===== src/rtl/core/escaped_frame_receiver_core_macros.svh =====
// Assertion macros shared by the frame receiver RTL.
`ifndef ESCAPED_FRAME_RECEIVER_CORE_MACROS_SVH
`define ESCAPED_FRAME_RECEIVER_CORE_MACROS_SVH

// Checked on every clock edge outside reset.
`define EFR_ASSERT(label, prop, msg) \
  label: assert property (@(posedge clk) disable iff (!rst_n) prop) else $error(msg);

// Checked on every clock edge, reset included.
`define EFR_ASSERT_ALWAYS(label, prop, msg) \
  label: assert property (@(posedge clk) prop) else $error(msg);

`endif


===== src/rtl/core/efr_pkg.sv =====
// Shared types and constants of the escaped frame receiver.
`default_nettype none
package efr_pkg;

  localparam int MAX_FRAME = 1024;
  localparam int CNT_W     = $clog2(MAX_FRAME + 1);
  localparam int FIFO_DEPTH = 4;
  localparam int PTR_W     = $clog2(FIFO_DEPTH);
  localparam int LVL_W     = $clog2(FIFO_DEPTH + 1);

  localparam logic [7:0] FLAG_BYTE    = 8'h7e;
  localparam logic [7:0] ESC_BYTE     = 8'h7d;
  localparam logic [7:0] ESC_FOR_ESC  = 8'h01;
  localparam logic [7:0] ESC_FOR_FLAG = 8'h02;
  localparam logic [7:0] SUM_INVERT   = 8'hff;

  localparam logic [1:0] ST_GOOD      = 2'd0;
  localparam logic [1:0] ST_BAD_CHECK = 2'd1;
  localparam logic [1:0] ST_SHORT     = 2'd2;
  localparam logic [1:0] ST_LONG      = 2'd3;

  typedef struct packed {
    logic [7:0] data;
    logic       frame_end;
    logic [1:0] status;
  } res_t;

  // Up to two result words written into the output queue in one cycle.
  typedef struct packed {
    logic [1:0] n;
    res_t       d0;
    res_t       d1;
  } push_t;

endpackage
`default_nettype wire


===== src/rtl/core/efr_out_fifo.sv =====
// Four-entry result queue that takes up to two words per cycle and gives one.
`default_nettype none
`include "escaped_frame_receiver_core_macros.svh"
module efr_out_fifo (
  input  wire logic          clk,
  input  wire logic          rst_n,
  input  wire efr_pkg::push_t push,
  input  wire logic          pop,
  output efr_pkg::res_t      head,
  output logic               not_empty,
  output logic               room2
);

  efr_pkg::res_t mem [efr_pkg::FIFO_DEPTH];

  logic [efr_pkg::PTR_W-1:0] wptr_r, wptr_nxt;
  logic [efr_pkg::PTR_W-1:0] rptr_r, rptr_nxt;
  logic [efr_pkg::LVL_W-1:0] lvl_r, lvl_nxt;
  logic [efr_pkg::PTR_W-1:0] wptr_p1;
  logic                      do_pop;

  assign wptr_p1   = wptr_r + efr_pkg::PTR_W'(1);
  assign not_empty = (lvl_r != '0);
  assign room2     = (lvl_r <= efr_pkg::LVL_W'(efr_pkg::FIFO_DEPTH - 2));
  assign head      = mem[rptr_r];
  assign do_pop    = pop && not_empty;

  always_comb begin
    wptr_nxt = wptr_r + efr_pkg::PTR_W'(push.n);
    rptr_nxt = do_pop ? rptr_r + efr_pkg::PTR_W'(1) : rptr_r;
    lvl_nxt  = lvl_r + efr_pkg::LVL_W'(push.n) - efr_pkg::LVL_W'(do_pop);
  end

  always_ff @(posedge clk) begin
    if (!rst_n) begin
      wptr_r <= '0;
      rptr_r <= '0;
      lvl_r  <= '0;
    end else begin
      wptr_r <= wptr_nxt;
      rptr_r <= rptr_nxt;
      lvl_r  <= lvl_nxt;
    end
  end

  always_ff @(posedge clk) begin
    if (push.n != 2'd0) begin
      mem[wptr_r] <= push.d0;
    end
    if (push.n == 2'd2) begin
      mem[wptr_p1] <= push.d1;
    end
  end

  `EFR_ASSERT(a_no_overfill, (push.n != 2'd0) |-> room2, "write into a full queue")
  `EFR_ASSERT(a_lvl_bound, lvl_r <= efr_pkg::LVL_W'(efr_pkg::FIFO_DEPTH), "queue level out of range")
  `EFR_ASSERT(a_ptr_gap, lvl_r[efr_pkg::PTR_W-1:0] == (wptr_r - rptr_r), "pointers disagree with level")

endmodule
`default_nettype wire


===== src/rtl/core/escaped_frame_receiver_core.sv =====
// Top level of the escaped frame receiver: unescaping, frame checks and result queue.
//
//  channel | ports                                         | direction
//  --------+-----------------------------------------------+----------
//  input   | in_valid, in_ready, in_byte[7:0]              | in
//  result  | out_valid, out_ready, out_byte[7:0],          | out
//          | out_frame_end, out_status[1:0]                |
//
// A raw word is decoded in the cycle it is accepted; its zero, one or two results
// enter a four-entry queue that drives the result ports.
// One raw word per cycle is taken while the queue has room for two results; a
// word that yields two results fills the queue faster than it drains, one word per cycle while out_ready is high.
// Reset (rst_n low at a clock edge) empties the queue and clears all frame state.
// A stall on the result side fills the queue and then holds in_ready low.
`default_nettype none
`include "escaped_frame_receiver_core_macros.svh"
module escaped_frame_receiver_core (
  input  wire logic       clk,
  input  wire logic       rst_n,
  input  wire logic       in_valid,
  output logic            in_ready,
  input  wire logic [7:0] in_byte,
  output logic            out_valid,
  input  wire logic       out_ready,
  output logic [7:0]      out_byte,
  output logic            out_frame_end,
  output logic [1:0]      out_status
);

  typedef struct packed {
    logic [efr_pkg::CNT_W-1:0] cnt;
    logic [7:0]                sum;
    logic [7:0]                chk;
    logic                      ovf;
  } frm_t;

  localparam logic [efr_pkg::CNT_W-1:0] CNT_MAX  = efr_pkg::CNT_W'(efr_pkg::MAX_FRAME);
  localparam logic [efr_pkg::CNT_W-1:0] CNT_HDR  = efr_pkg::CNT_W'(4);

  function automatic frm_t take_f(frm_t s, logic [7:0] b);
    frm_t r;
    r = s;
    if (s.cnt >= CNT_MAX) begin
      r.ovf = 1'b1;
    end else begin
      if (s.cnt == '0) begin
        r.chk = b;
      end else begin
        r.sum = s.sum + b;
      end
      r.cnt = s.cnt + efr_pkg::CNT_W'(1);
    end
    return r;
  endfunction

  function automatic logic emit_f(frm_t s);
    return (s.cnt < CNT_MAX) && (s.cnt >= CNT_HDR);
  endfunction

  frm_t frm_r, frm_nxt;
  logic par_r, par_nxt;
  logic esc_r, esc_nxt;

  logic          in_fire;
  logic          is_close;
  logic          ta_v, tb_v;
  logic [7:0]    ta_b;
  logic          ea, eb;
  frm_t          s1, s2;
  logic [1:0]    st;
  efr_pkg::res_t res_a, res_b, res_end;
  efr_pkg::push_t push;
  efr_pkg::res_t head;
  logic          room2;

  assign in_fire = in_valid && in_ready;

  always_comb begin
    par_nxt  = par_r;
    esc_nxt  = esc_r;
    is_close = 1'b0;
    ta_v     = 1'b0;
    ta_b     = in_byte;
    tb_v     = 1'b0;
    if (in_byte == efr_pkg::FLAG_BYTE) begin
      par_nxt = ~par_r;
      if (par_r) begin
        // A dangling escape at the closing flag counts as a plain 7D.
        is_close = 1'b1;
        ta_v     = esc_r;
        ta_b     = efr_pkg::ESC_BYTE;
      end
    end else if (esc_r) begin
      esc_nxt = 1'b0;
      ta_v    = 1'b1;
      if (in_byte == efr_pkg::ESC_FOR_FLAG) begin
        ta_b = efr_pkg::FLAG_BYTE;
      end else begin
        ta_b = efr_pkg::ESC_BYTE;
        tb_v = (in_byte != efr_pkg::ESC_FOR_ESC);
      end
    end else if (in_byte == efr_pkg::ESC_BYTE) begin
      esc_nxt = 1'b1;
    end else begin
      ta_v = 1'b1;
    end

    s1 = ta_v ? take_f(frm_r, ta_b) : frm_r;
    ea = ta_v && emit_f(frm_r);
    s2 = tb_v ? take_f(s1, in_byte) : s1;
    eb = tb_v && emit_f(s1);

    priority if (s2.ovf) begin
      st = efr_pkg::ST_LONG;
    end else if (s2.cnt < CNT_HDR) begin
      st = efr_pkg::ST_SHORT;
    end else if ((s2.sum ^ efr_pkg::SUM_INVERT) != s2.chk) begin
      st = efr_pkg::ST_BAD_CHECK;
    end else begin
      st = efr_pkg::ST_GOOD;
    end

    if (is_close) begin
      frm_nxt = '0;
      esc_nxt = 1'b0;
    end else begin
      frm_nxt = s2;
    end

    res_a   = '{data: ta_b,    frame_end: 1'b0, status: efr_pkg::ST_GOOD};
    res_b   = '{data: in_byte, frame_end: 1'b0, status: efr_pkg::ST_GOOD};
    res_end = '{data: 8'h00,   frame_end: 1'b1, status: st};

    // A close and a second unescaped word never come from the same raw word.
    push.n  = in_fire ? 2'(ea) + 2'(eb) + 2'(is_close) : 2'd0;
    push.d0 = ea ? res_a : (eb ? res_b : res_end);
    push.d1 = (ea && eb) ? res_b : res_end;
  end

  always_ff @(posedge clk) begin
    if (!rst_n) begin
      frm_r <= '0;
      par_r <= 1'b0;
      esc_r <= 1'b0;
    end else if (in_fire) begin
      frm_r <= frm_nxt;
      par_r <= par_nxt;
      esc_r <= esc_nxt;
    end
  end

  efr_out_fifo u_out_fifo (
    .clk       (clk),
    .rst_n     (rst_n),
    .push      (push),
    .pop       (out_ready),
    .head      (head),
    .not_empty (out_valid),
    .room2     (room2)
  );

  assign in_ready      = room2;
  assign out_byte      = head.data;
  assign out_frame_end = head.frame_end;
  assign out_status    = head.status;

  `EFR_ASSERT(a_close_clears, (in_fire && is_close) |=> (frm_r == '0 && !esc_r), "frame state kept after close")
  `EFR_ASSERT(a_cnt_bound, frm_r.cnt <= CNT_MAX, "word count beyond buffer size")
  `EFR_ASSERT(a_end_zero, (out_valid && out_frame_end) |-> (out_byte == 8'h00), "end word carries data")

endmodule
`default_nettype wire


===== config.mk =====
export PLATFORM = sky130hd
export DESIGN_NAME = escaped_frame_receiver_core
export DESIGN_NICKNAME = d
export VERILOG_FILES = /design/src/rtl/core/efr_pkg.sv /design/src/rtl/core/efr_out_fifo.sv /design/src/rtl/core/escaped_frame_receiver_core.sv
export VERILOG_INCLUDE_DIRS = /design/src /design/src/rtl/core
export SDC_FILE = /design/constraint.sdc
export NUM_CORES = 1
export LEC_CHECK = 0
export ABC_AREA = 1
export CAP_MARGIN = 20
export CORE_MARGIN = 1
export CORE_UTILIZATION = 60
export DETAILED_ROUTE_END_ITERATION = 8
export DONT_BUFFER_PORTS = 1
export GPL_TIMING_DRIVEN = 0
export PLACE_DENSITY = 0.79
export RECOVER_POWER = 50
export SLEW_MARGIN = 20
export SYNTH_ARGS = -nofsm -noshare
export SYNTH_HDL_FRONTEND = slang
export SYNTH_SLANG_ARGS = --single-unit

===== constraint.sdc =====
create_clock -name clk -period 7.2 [get_ports clk]
set_input_delay 0.36 -clock clk [delete_from_list [all_inputs] [get_ports clk]]
set_output_delay 0.36 -clock clk [all_outputs]
set_load 0.1 [all_outputs]

==> run summary, run 1 <==
The fraction of power consumed by sequential logic was 0.318; the proportion of synthesized flip-flops having asynchronous set or reset was 0. The critical path starts at esc_r. The total power density per cell area was 271 mW/mm^2; the detailed-route vias per instance was 5.60.

In this run the remaining antenna-violating nets after routing total 0. Entering global routing, the biggest net connects 16 pins. The tightest min-delay check is of the primary input to register type. The startpoint identified for the worst register-to-register timing path is esc_r. For the worst setup path, the data arrival time is 5.04 ns.

Counting I/O delays and the setup requirement, the final critical path takes 4.91 ns. In this run the power spent charging and discharging nets is 0.837 mW. The floorplan has 36 rows. Clock-pin slew was measured on the worst setup and hold paths at 0.09 ns. Yosys attributes the largest share of cell area to edfxtp_1 (22%), nand2_1 (16%), dfxtp_1 (13%). Clock tree synthesis inserted a total of 9 buffers. The run finished, with violations left. The net switching fraction of the power works out to 0.480.

The synthesized area per cell was 6.85 sq um; the cell area after synthesis was 0.00606 sq mm. The total die area was 0.0105 sq mm. Final hold slack: 0.0729 ns. The number of different library cells used by synthesis comes to 41.

The core region is 0.00977 sq mm. For the global-route usage over all layers, the log shows 0.325. The ratio of final minimum period to clock period works out to 0.682. Number of antenna violations at the first check in global routing: 0.

TritonCTS built the clock tree. Number of buffers added for setup after CTS: 0. During placement, the flow inserted port buffers numbering 0. Counting stages on the worst path, the most repeated cell is nand2_1.

The detailed placement HPWL came out at 12.4 mm. The area share of the largest cell type after synthesis came out at 0.218. The number of antenna diodes in the final layout is 0.

The logs give 0.347 for the share of synthesized area occupied by flip-flops and latches and 0.173 mV for the highest ir drop seen on vdd. The checks that failed: capacitance limit, slew limit. The dominant cell type by area after synthesis was edfxtp_1. Among all flip-flop cells after synthesis, the most frequent one is edfxtp_1.

The tools report the relative slew slack as -0.371. Maximum clock frequency: 204 MHz. The remaining global-route overflow was 0. The first global-routing pass estimated 26.0 mm of wire. The synthesized design contains 83 register bits. Fraction of layout cells with a size suffix above 1: 0.0696. The startpoint identified for the worst hold timing path is rst_n.

The CTS H-tree depth is 3. The number of hold violations in the final report was 0. After the last flow step, the layout net total stands at 938. After clock tree synthesis, the flow added hold-fix buffers numbering 0. After the first detailed-routing iteration, the DRC count stood at 392. Data on the critical path is required at its endpoint by 7.33 ns. The worst setup path is captured at a register.

The number of nets produced by synthesis is 923, and the setup TNS is 0 ns. The die span in x was 102 um. The total buffers and inverters traversed by the critical path works out to 5. The part of the total power dissipated in combinational logic was 0.483. The part of the power in the clock network was 0.199; the maximum buffer depth of the clock tree was 2. The logs give 5810 for the detailed-route via count and 5483 for the number of global-route vias before repair.

The pre-antenna-repair detailed-routing pass consisted of 5 iterations. The number of remaining DRC errors is 0, and the chip height is 102 um. The critical path's slowest cell was fa_1. The slew at the pin closest to its max-slew limit came out at 2.06 ns. The logs give 0.907 mW for the internal power and 13 for the count of pins over their slew limit. In this run the count of I/O pins placed on the die edge is 25. Setup violations remaining at the end of the flow were counted as 0.

The initial core utilization was 0.620; the largest stage delay on the critical path was 0.41 ns. The tools report the startpoint class of the critical path as a register. The max-cap check violation count is 12. The critical path in this run is classified as register to register. The post-synthesis to final-layout area growth is 6.22%. Category of cells accounting for the largest share of critical-path delay: simple AND/OR/NAND/NOR gates. For this design, the sink count on the clock tree is 83. For the worst-skew pair, the clock arrives at the later sink with an insertion delay of 0.39 ns.

Dividing the detail-routed wire length by the instance count gives 15.4 um. Of all nets on the critical path, the largest fanout is 10. Sorting the synthesized cells by how often they occur yields nand2_1 (252), inv_1 (108), o21ai_0 (89). The cell with the most instances after synthesis is nand2_1. The root buffer cell chosen for the clock tree is clkbuf_8. Synthesis produced a netlist whose cell count is 885.

The number of cells upsized or downsized after cts was 0; the leakage power of the design was 2.77 nW. Summed over all layers, the routed wires come to 16.0 mm. The Yosys step of the flow raised 0 warnings. The number of synthesized flops with an enable pin came out at 44. The congestion estimate from routability-driven global placement came to 0.961.

Setup repair after global routing left no endpoint under its margin. The worst clock skew on the final layout was 0.0191 ns.
==> sequential cells by signal, summed over array words and instances (netlist names), named ones only <==
register           count
u_out_fifo.mem        44
u_out_fifo.wptr_r      2
par_r                  1
u_out_fifo.lvl_r       3
frm_r                 28
u_out_fifo.rptr_r      2
esc_r                  1
==> metrics by stage <==
stage | power (mW) | instance area, sq um | utilization | cells | worst slack [ns]
2_1_floorplan | 1.26 | 6060 | - | 885 | 3.03
3_3_place_gp | 1.37 | 6220 | 0.637 | 1018 | 2.32
3_5_place_dp | 1.42 | 6330 | 0.648 | 1022 | 2.22
4_1_cts | 1.76 | 6540 | 0.669 | 1038 | 2.41
5_1_grt | 1.86 | 6430 | 0.658 | 1038 | 1.88
6_report | 1.74 | 6430 | 0.658 | 1038 | 2.29
==> layer usage <==
metal / vias up / global-route usage / share of wire
met4: 0 / 0.135 / 0.022
met2: 182 / 0.551 / 0.48
met1: 2686 / 0.403 / 0.43
li1: 2910 / - / -
met3: 32 / 0.0643 / 0.065
met5: - / 0 / 0
==> area by class of cell <==
class / instances / area (sq um)
buffer: 28 / 138
clock buffer: 11 / 163
clock inverter: 5 / 40.0
fill: 883 / 3340
inverter: 116 / 435
multi-input combinational: 658 / 3360
sequential: 83 / 2100
tap: 133 / 166
timing repair buffer: 4 / 30.0
==> cells by family after synthesis <==
logic type      share of synthesized area
flops                               0.347
compound gates                      0.161
xor+xnor                           0.0318
buf+inv                            0.0946
fa+ha+maj                          0.0587
simple gates                        0.307
==> power groups by stage <==
| stage | clock [mW] | combinational [mW] | sequential, mW |
|---|---|---|---|
| after detailed placement | 0 | 0.853 | 0.569 |
| after CTS | 0.349 | 0.856 | 0.557 |
| after global placement | 0 | 0.811 | 0.563 |
| after floorplan | 0 | 0.702 | 0.558 |
| final | 0.348 | 0.842 | 0.554 |
| after global routing | 0.367 | 0.938 | 0.559 |
==> worst paths after layout <==
check	end	slack [ns]	depth (start not counted)
setup reg to reg	u_out_fifo.mem[3][0]	2.29	27
hold / removal	u_out_fifo.wptr_r[0]	0.07	2
hold reg to reg	frm_r[2]	0.47	2
setup / recovery	u_out_fifo.mem[3][0]	2.29	27
==> cell usage in the layout (no fill, tap or decap), types with 2 or more instances in the layout <==
cell type  count
nor3_1         6
edfxtp_1      44
o21bai_1       2
nor2_1        87
nand3_2        2
nand3_1       36
buf_6          3
o22ai_1       12
nor2_4         3
o21ai_0       85
inv_1        109
xor2_1        16
buf_4          5
clkbuf_8      10
o21a_1         2
buf_2          5
ha_1          22
o21ai_1       16
nand2_2        6
nand2_1      252
nor2_2         3
dfxtp_1       39
inv_2          6
or2_2          7
nand3b_1       3
nand2_4        3
clkbuf_1      19
inv_6          2
nand4_1       14
fa_1           4
a21oi_1       61
xnor2_1        6
nand3_4        2
No activity file was read; power rests on OpenSTA's default activity.
==> inputs of run 2 (changes only) <==
==> constraint.sdc (replaced) <==
create_clock -name clk -period 4.65 [get_ports clk]
set_input_delay 0.2325 -clock clk [delete_from_list [all_inputs] [get_ports clk]]
set_output_delay 0.2325 -clock clk [all_outputs]
set_load 0.1 [all_outputs]
==> run 2 against run 1 <==
Core utilization increased by 1.2 points. Largest power group unchanged. The run still ends with capacitance limit, slew limit left. Final cell count increased by 0.29%. Critical path depth unchanged. Setup slack got worse by 2.0 ns.
==> run summary, run 2 (synthesis gave the netlist of run 1 again) <==
The flow ran to the end, but the final reports show violations. The final reports fail on capacitance limit, slew limit. STA classifies the critical path endpoint as a register.

Area occupied by registers: 0.00210 sq mm (unchanged). Classification of the worst-slack hold path: primary input to register. The average wire per cell in the routed design was 15.5 um (+0.77%). The number of nets in the layout was 941 (+0.32%). The logs give 1.44 mW (+59%) for the internal power and 1.33 mW (+59%) for the reported net switching power. The number of buffers inserted by port buffering is 0 (unchanged), and the remaining global-route overflow is 0 (unchanged).

For the worst setup slack before clock tree synthesis, the log shows -0.202 ns (-2.42 ns). The run gives 11 (-1) as the max-cap check violation count. The total buffers and inverters traversed by the critical path works out to 5 (unchanged).

The part of the total power dissipated in combinational logic was 0.493 (+0.010); the fraction of layout cells with a size suffix above 1 was 0.0881 (+0.0185). The critical path data required time is 4.77 ns (-2.56 ns). The tools report the total setup violations reported at the end of the flow as 0 (unchanged). Number of iterations in the first detailed-routing pass: 5 (unchanged). The tools report the detailed router's first-iteration violation count as 382 (-2.6%). Startpoint class of the critical path: a register.

The tools report the CTS H-tree depth as 3 (unchanged). Number of remaining DRC errors: 0 (unchanged). The tools report the number of top-level pins as 25 (unchanged). The maximum clock frequency came out at 230 MHz (+13%). The run gives 5489 (+0.11%) as the number of global-route vias before repair.

The maximum buffer depth of the clock tree is 2 (unchanged), and the ratio of final minimum period to clock period is 0.937 (+0.255). The tools report the count of pins over their slew limit as 11 (-2). The worst setup path is of the register to register kind. Final antenna diode count: 0 (unchanged). The tools report the arrival time at the worst endpoint as 4.48 ns (-0.56 ns). The number of flip-flops under the largest register name is 44 (unchanged), and the number of CTS-inserted buffers is 9 (unchanged).

Post-synthesis to final-layout area growth: 8.16%. The clock-pin transition on the worst setup and hold timing paths was 0.09 ns (about the same); the routability-driven placement congestion ratio was 0.961 (unchanged). The detailed-route vias per instance is 5.66 (+1.1%), and the placement row count is 36 (unchanged). The run gives 0 (unchanged) as the number of antenna violations at the first check in global routing. The critical path's slowest cell is fa_2. The logs give 0.670 (+0.0120) for the share of the core filled with cells in the final layout and 0.325 (about the same) for the global-route usage over all layers. The run gives 16.2 mm (+1.1%) as the wire length reported by the detailed router.

The run gives 0.38 ns (about the same) as the insertion delay to the later sink of the worst-skew pair. The run gives 0.0105 sq mm (unchanged) as the total die area. For the final setup slack of the worst path, the log shows 0.293 ns (-1.99 ns). The core footprint was 0.00977 sq mm (unchanged). u_out_fifo.mem holds more flip-flops than any other register. The logs give 16 (unchanged) for the largest net degree at the start of global routing and 0 (unchanged) for the number of antenna-violating nets in the routed design. Number of filler instances in the final layout: 864 (-2.2%). The shortest clock period the worst path allows after layout is 4.36 ns (-0.556 ns). Among cell families on the critical path, the largest total delay comes from simple AND/OR/NAND/NOR gates. The logs give 0.194 (-0.005) for the part of the power in the clock network and 5893 (+1.4%) for the detailed-route via count. Counting stages on the worst path, the most repeated cell is nand2_1. Slew at the pin closest to its max-slew limit: 2.06 ns (+0.00267 ns).

In the layout the commonest cells are nand2_1 (252), inv_1 (109), nor2_1 (84), o21ai_0 (84), a21oi_1 (56). The clock net sink count was 83 (unchanged). In the final layout, the registers with the most flip-flops are u_out_fifo.mem: 44 flops, frm_r: 28 flops, u_out_fifo.lvl_r: 3 flops. For the fraction of power consumed by sequential logic, the log shows 0.312 (-0.006). The total power density per cell area works out to 422 mW/mm^2 (+56%).

Most common cell after layout, fill and taps aside: nand2_1. TritonCTS built the clock tree. The run gives 0.0180 ns (-0.00106 ns) as the worst clock skew on the final layout. The chip height works out to 102 um (unchanged).

The largest stage delay on the critical path is 0.37 ns (-0.04 ns), and the multi-input logic area is 0.00346 sq mm (+3.0%). The die span in x was 102 um (unchanged); the initial core utilization was 0.620 (unchanged). The logs give -0.352 (+0.0183) for the relative slew slack and 0.264 mV (+53%) for the highest ir drop seen on vdd. Leakage power of the design: 2.79 nW (+0.74%). Largest driver fanout on the critical path: 10 (unchanged). The number of hold violations in the final report is 0 (unchanged), and the net switching fraction of the power is 0.480 (about the same).

The detailed placement HPWL was 12.4 mm (unchanged). The root buffer selected by CTS is clkbuf_8. The run gives 26.0 mm (about the same) as the first-pass GRT wire length.
-- run 2: worst paths after layout --
path	from	end	cells past startpoint	slack [ns]
setup reg to reg	esc_r	u_out_fifo.mem[1][0]	27	0.29
hold / removal	rst_n	register	2	0.009
setup / recovery	esc_r	u_out_fifo.mem[1][0]	27	0.29
hold reg to reg	frm_r[7]	frm_r[7]	2	0.47
-- run 2: cell type report --
cell class	count	area share
Timing Repair Buffer	7	0.00840
Multi-Input combinational cell	658	0.528
Sequential cell	83	0.321
Clock inverter	5	0.00611
Tap cell	133	0.0254
Inverter	116	0.0665
Clock buffer	11	0.0248
Buffer	28	0.0197
-- run 2: timing repair --
| item | CTS | global route |
|---|---|---|
| pin swaps | 0 | 4 |
| setup buffers | 0 | 2 |
| gates resized for setup | 4 | 21 |
| endpoints found under the hold margin | 3 | 0 |
| hold buffers | 1 | 0 |
| endpoints found under the setup margin | 4 | 4 |
-- run 2: power by group through the flow --
stage | registers (mW) | logic [mW] | clock network [mW]
floorplan | 0.864 | 1.09 | 0
finish | 0.864 | 1.37 | 0.538
detailed placement | 0.880 | 1.32 | 0
global placement | 0.871 | 1.26 | 0
CTS | 0.863 | 1.33 | 0.540
global route | 0.871 | 1.51 | 0.567
-- run 2: metrics by stage --
stage | std cells | total power, mW | setup TNS (ns) | hold slack (ns) | cell area (sq um)
5_1_grt | 1041 | 2.95 | -0.00655 | 0.0189 | 6550
2_1_floorplan | 885 | 1.95 | 0 | 0.326 | 6060
6_report | 1041 | 2.77 | 0 | 0.00901 | 6550
3_3_place_gp | 1018 | 2.13 | -0.385 | 0.327 | 6220
4_1_cts | 1039 | 2.73 | 0 | 0.000585 | 6550
3_5_place_dp | 1022 | 2.20 | -0.736 | 0.333 | 6330
-- run 2: metal layers --
layer  share of wire  routed length (um)  global-route usage  up-vias
li1                -                   -                   -     2920
met1            0.42                6810               0.403     2712
met2            0.49                7860               0.557      223
met3           0.069                1120              0.0581       38
met4           0.023                 364               0.130        0
met5               0                   0                   0        -
==> inputs of run 3 (changes only) <==
--- a/config.mk
+++ b/config.mk
@@ -13,9 +13,10 @@
 export DETAILED_ROUTE_END_ITERATION = 8
 export DONT_BUFFER_PORTS = 1
 export GPL_TIMING_DRIVEN = 0
-export PLACE_DENSITY = 0.79
+export PLACE_DENSITY = 0.76
 export RECOVER_POWER = 50
 export SLEW_MARGIN = 20
 export SYNTH_ARGS = -nofsm -noshare
 export SYNTH_HDL_FRONTEND = slang
+export SYNTH_HIERARCHICAL = 1
 export SYNTH_SLANG_ARGS = --single-unit
==> run 3 against run 2 <==
The flow still finishes with violations (capacitance limit, slew limit). Combinational power grew 4%. Clock skew increased by 0.0053 ns. Register-to-register slack barely moved. Wire length increased by 4.9%. Clock-buffer cell count shrank 1. Total power increased by 2.4%. Via count is 4.1% higher. Sequential power is essentially flat. Setup slack got worse by 0.0032 ns. Fmax about the same. Critical endpoint is now u_out_fifo/mem[1][0]. Cell area grew 5.2%.
==> run summary, run 3 <==
Of all cell types, the one taking the most synthesized area is edfxtp_1. The run gives 37 (+2.8%) as the placement row count. The worst setup path is launched from a register. Detailed-route vias per instance: 5.77 (+1.8%). The share of synthesized cell area in full adder, half adder and majority cells works out to 0.0582 (-0.000413).

The number of flip-flops under the largest register name is 44 (unchanged), and the post-synthesis compound-gate area fraction is 0.176 (+0.0148). The number of antenna violations at the first check in global routing is 0 (unchanged), and the hold-critical path depth is 2 (unchanged). The total buffers and inverters traversed by the critical path is 4 (-1), and the insertion delay to the later sink of the worst-skew pair is 0.38 ns (about the same). The average wire per cell in the routed design is 15.9 um (+2.6%).

The worst register-to-register path begins at esc_r. The largest driver fanout on the critical path came out at 5 (-5). For the number of hold violations in the final report, the log shows 0 (unchanged). The proportion of synthesized area in mux cells is 0.00158 (+0.00158), and the number of nets produced by synthesis is 942 (+2.1%). The run gives 0.615 (-0.00526) as the initial core utilization. The tools report the wire length reported by the detailed router as 17.0 mm (+4.9%).

For the detailed router's first-iteration violation count, the log shows 538 (+41%). For hold timing, the worst endpoint is u_out_fifo/rptr_r[0]. Yosys warning count: 6 (+6). The flow ran to the end, but the final reports show violations. The critical path is of the register to register type. The number of antenna-violating nets in the routed design came out at 0 (unchanged). The final antenna diode count was 0 (unchanged); the proportion of synthesized flip-flops having asynchronous set or reset was 0 (unchanged). CTS H-tree depth: 3 (unchanged). Broken down by cell family, the worst path's largest delay share belongs to simple AND/OR/NAND/NOR gates.

The startpoint identified for the worst hold timing path is rst_n. TritonCTS built the clock tree. For the first-pass GRT wire length, the log shows 27.4 mm (+5.1%). The critical path's slowest cell is dfxtp_2. The relative slew slack was -0.352 (+0.000469).

The slew at the pin closest to its max-slew limit was 2.06 ns (-0.000713 ns). The fraction of layout cells with a size suffix above 1 was 0.153 (+0.0649); the largest net degree at the start of global routing was 17 (+1). The number of top-level pins is 25 (unchanged), and the remaining global-route overflow is 0 (unchanged). The detailed placement HPWL came out at 12.7 mm (+2.6%). The largest registers in the layout are u_out_fifo/mem: 44 flops, frm_r: 28 flops, u_out_fifo/lvl_r: 3 flops. The logs give 0 (unchanged) for the total setup violations reported at the end of the flow and 0.29 ns (about the same) for the reg-to-reg setup timing slack. The tools report the share of synthesized area occupied by flip-flops and latches as 0.333 (-0.0142). The logs give 9 (unchanged) for the number of CTS-inserted buffers and 0.671 (about the same) for the share of the core filled with cells in the final layout.

The number of nets in the layout is 962 (+2.2%). In the synthesized netlist the dominant register cell turns out to be edfxtp_1. Compared with the post-synthesis result, the final layout area differs by 9.17%. The clock net sink count was 83 (unchanged).

Leaving out fill and tap cells, the most frequent cell in the layout is nand2_1. The unique cell type count in the Yosys netlist is 46 (+12%), and the number of buffers inserted by port buffering is 0 (unchanged). The synthesized area per cell is 6.99 sq um (+2.2%).

The ratio of final minimum period to clock period was 0.938 (about the same); the shortest clock period the worst path allows after layout was 4.36 ns (+0.00318 ns). The die span in x came out at 105 um (+2.1%). For the total die area, the log shows 0.0109 sq mm (+4.2%). The top register by number of flip-flops is u_out_fifo/mem.

Clock-pin transition on the worst setup and hold timing paths: 0.10 ns (about the same). The area share of the largest cell type after synthesis is 0.209 (-0.00890), and the number of remaining DRC errors is 0 (unchanged). Fraction of the mapped netlist area in simple logic gates: 0.306 (about the same). The most frequent cell on the critical path was nand2_1. For the critical path data required time, the log shows 4.78 ns (about the same). Yosys attributes the largest share of cell area to edfxtp_1 (21%), nand2_1 (15%), dfxtp_1 (12%). The final hold slack was 0.0117 ns (+0.00273 ns). The endpoint identified for the worst register-to-register timing path is u_out_fifo/mem[1][0]. The cell area after synthesis is 0.00632 sq mm (+4.3%). The worst setup path is captured at a register. The tools report the count of pins over their slew limit as 11 (unchanged). The number of synthesized flops with an enable pin was 44 (unchanged).

The number of filler instances in the final layout was 897 (+3.8%); the count of state elements after synthesis was 83 (unchanged). The arrival time at the worst endpoint is 4.49 ns (about the same). The classification of the worst-slack hold path was primary input to register.

The total power density per cell area was 411 mW/mm^2 (-2.7%). The run gives 2.99 nW (+6.9%) as the leakage power of the design. For the worst clock skew on the final layout, the log shows 0.0233 ns (+0.00526 ns). The most common cell in the synthesized netlist is nand2_1.

Maximum clock frequency: 229 MHz (about the same). Combinational family with the most area after synthesis: simple AND/OR/NAND/NOR gates. Detailed-route via count: 6134 (+4.1%). Clock tree synthesis selected as its root buffer the cell clkbuf_8. The maximum buffer depth of the clock tree was 2 (unchanged); the fraction of synthesized cell area in xor and xnor cells was 0.0208 (-0.0110).

The chip height works out to 105 um (+2.1%). The depth of the worst register-to-register path is 30 (+11%), and the number of global-route vias before repair is 5664 (+3.2%). In the layout the commonest cells are nand2_1 (259), inv_1 (101), nor2_1 (75). The run gives 0.976 (+1.6%) as the routability-driven placement congestion ratio.

The tools report the number of iterations in the first detailed-routing pass as 8 (+3). The largest stage delay on the critical path was 0.39 ns (+0.02 ns). Core footprint: 0.0103 sq mm (+5.1%). The final reports fail on capacitance limit, slew limit. The synthesized instance count was 903 (+2.0%). For the highest ir drop seen on vdd, the log shows 0.284 mV (+7.5%). The run gives 0.314 (-0.0102) as the global-route usage over all layers.

By count the netlist is led by nand2_1 (259), inv_1 (103), nor2_1 (78). For the max-cap check violation count, the log shows 11 (unchanged).
-- run 3: cell count changes in the layout (fill, tap and decap cells not counted), sizes merged, moves of 3 or more --
cell	previous run	this run
xor2	16	12
nor2	94	90
or2	8	2
a21oi	61	58
o31ai	1	5
xnor2	6	3
inv	118	121
clkbuf	32	23
o21ai	102	116
buf	13	24
nand2	261	276
-- run 3: report_power, final --
| part | switching [mW] | leakage [nW] | internal, mW |
|---|---|---|---|
| Clock | 0.308 | 0.101 | 0.236 |
| Sequential | 0.0438 | 0.721 | 0.822 |
| Combinational | 1.04 | 2.16 | 0.380 |
| Total | 1.40 | 2.99 | 1.44 |
-- run 3: how the worst max path moves through the flow --
stage | slack [ns] | endpoint | cells after the start | from
after floorplan | 0.11 | u_out_fifo/mem[0][0] | 6 | u_out_fifo/lvl_r[2]
final | 0.29 | u_out_fifo/mem[1][0] | 30 | esc_r
after detailed placement | -0.66 | u_out_fifo/mem[1][0] | 30 | in_byte[4]
after CTS | 0.03 | u_out_fifo/mem[1][0] | 30 | esc_r
after global placement | -1.07 | u_out_fifo/mem[2][5] | 6 | u_out_fifo/lvl_r[2]
after global routing | -0.05 | u_out_fifo/mem[1][0] | 30 | par_r
-- run 3: area by class of cell --
| type | instances | area, sq um | area share |
|---|---|---|---|
| inverters | 121 | 460 | 0.0668 |
| flip-flops and latches | 83 | 2100 | 0.305 |
| clock inverters | 6 | 53.8 | 0.00780 |
| plain buffers | 29 | 206 | 0.0299 |
| well taps | 136 | 170 | 0.0247 |
| multi-input cells | 670 | 3680 | 0.534 |
| repair buffers | 9 | 70.1 | 0.0102 |
| clock buffers | 10 | 149 | 0.0216 |
-- run 3: stage by stage --
stage / power, mW / TNS, ns / area (sq um) / cells / worst slack [ns]
2_1_floorplan: 1.99 / 0 / 6320 / 903 / 0.107
3_3_place_gp: 2.15 / -47.86 / 6490 / 1039 / -1.07
3_5_place_dp: 2.24 / -2.57 / 6620 / 1043 / -0.657
4_1_cts: 2.78 / 0 / 6860 / 1060 / 0.0276
5_1_grt: 3.00 / -0.157 / 6900 / 1064 / -0.0481
6_report: 2.83 / 0 / 6900 / 1064 / 0.290
-- run 3: what timing repair did --
action                     CTS  global route
hold endpoints to repair     8             0
pin swaps                    0             6
hold buffers                 1             0
resized for setup           10            23
buffers inserted             0             4
setup endpoints to repair    4             4
-- run 3: logic make-up after synthesis --
kind of cell	after synthesis
AOI/OAI and AO/OA	197
xor gates and xnor gates	15
adders and majority gates	27
buffers and inverters	150
DFF	83
muxes	1
and+or+nand+nor	430
-- run 3: layer usage --
layer | up-vias | part of all wire | GRT usage
met5 | - | 0 | 0
met4 | 0 | 0.028 | 0.108
met3 | 57 | 0.072 | 0.0462
met2 | 289 | 0.49 | 0.554
met1 | 2791 | 0.41 | 0.393
li1 | 2997 | - | -
-- run 3: worst reg2reg max path: cells and delay by family (launching register included) --
| family | cells | cell delay [ns] |
|---|---|---|
| flops | 1 | 0.39 |
| compound gates | 8 | 1.06 |
| buf+inv | 4 | 0.42 |
| fa+ha+maj | 3 | 0.83 |
| simple gates | 14 | 1.27 |
| xor+xnor | 1 | 0.16 |
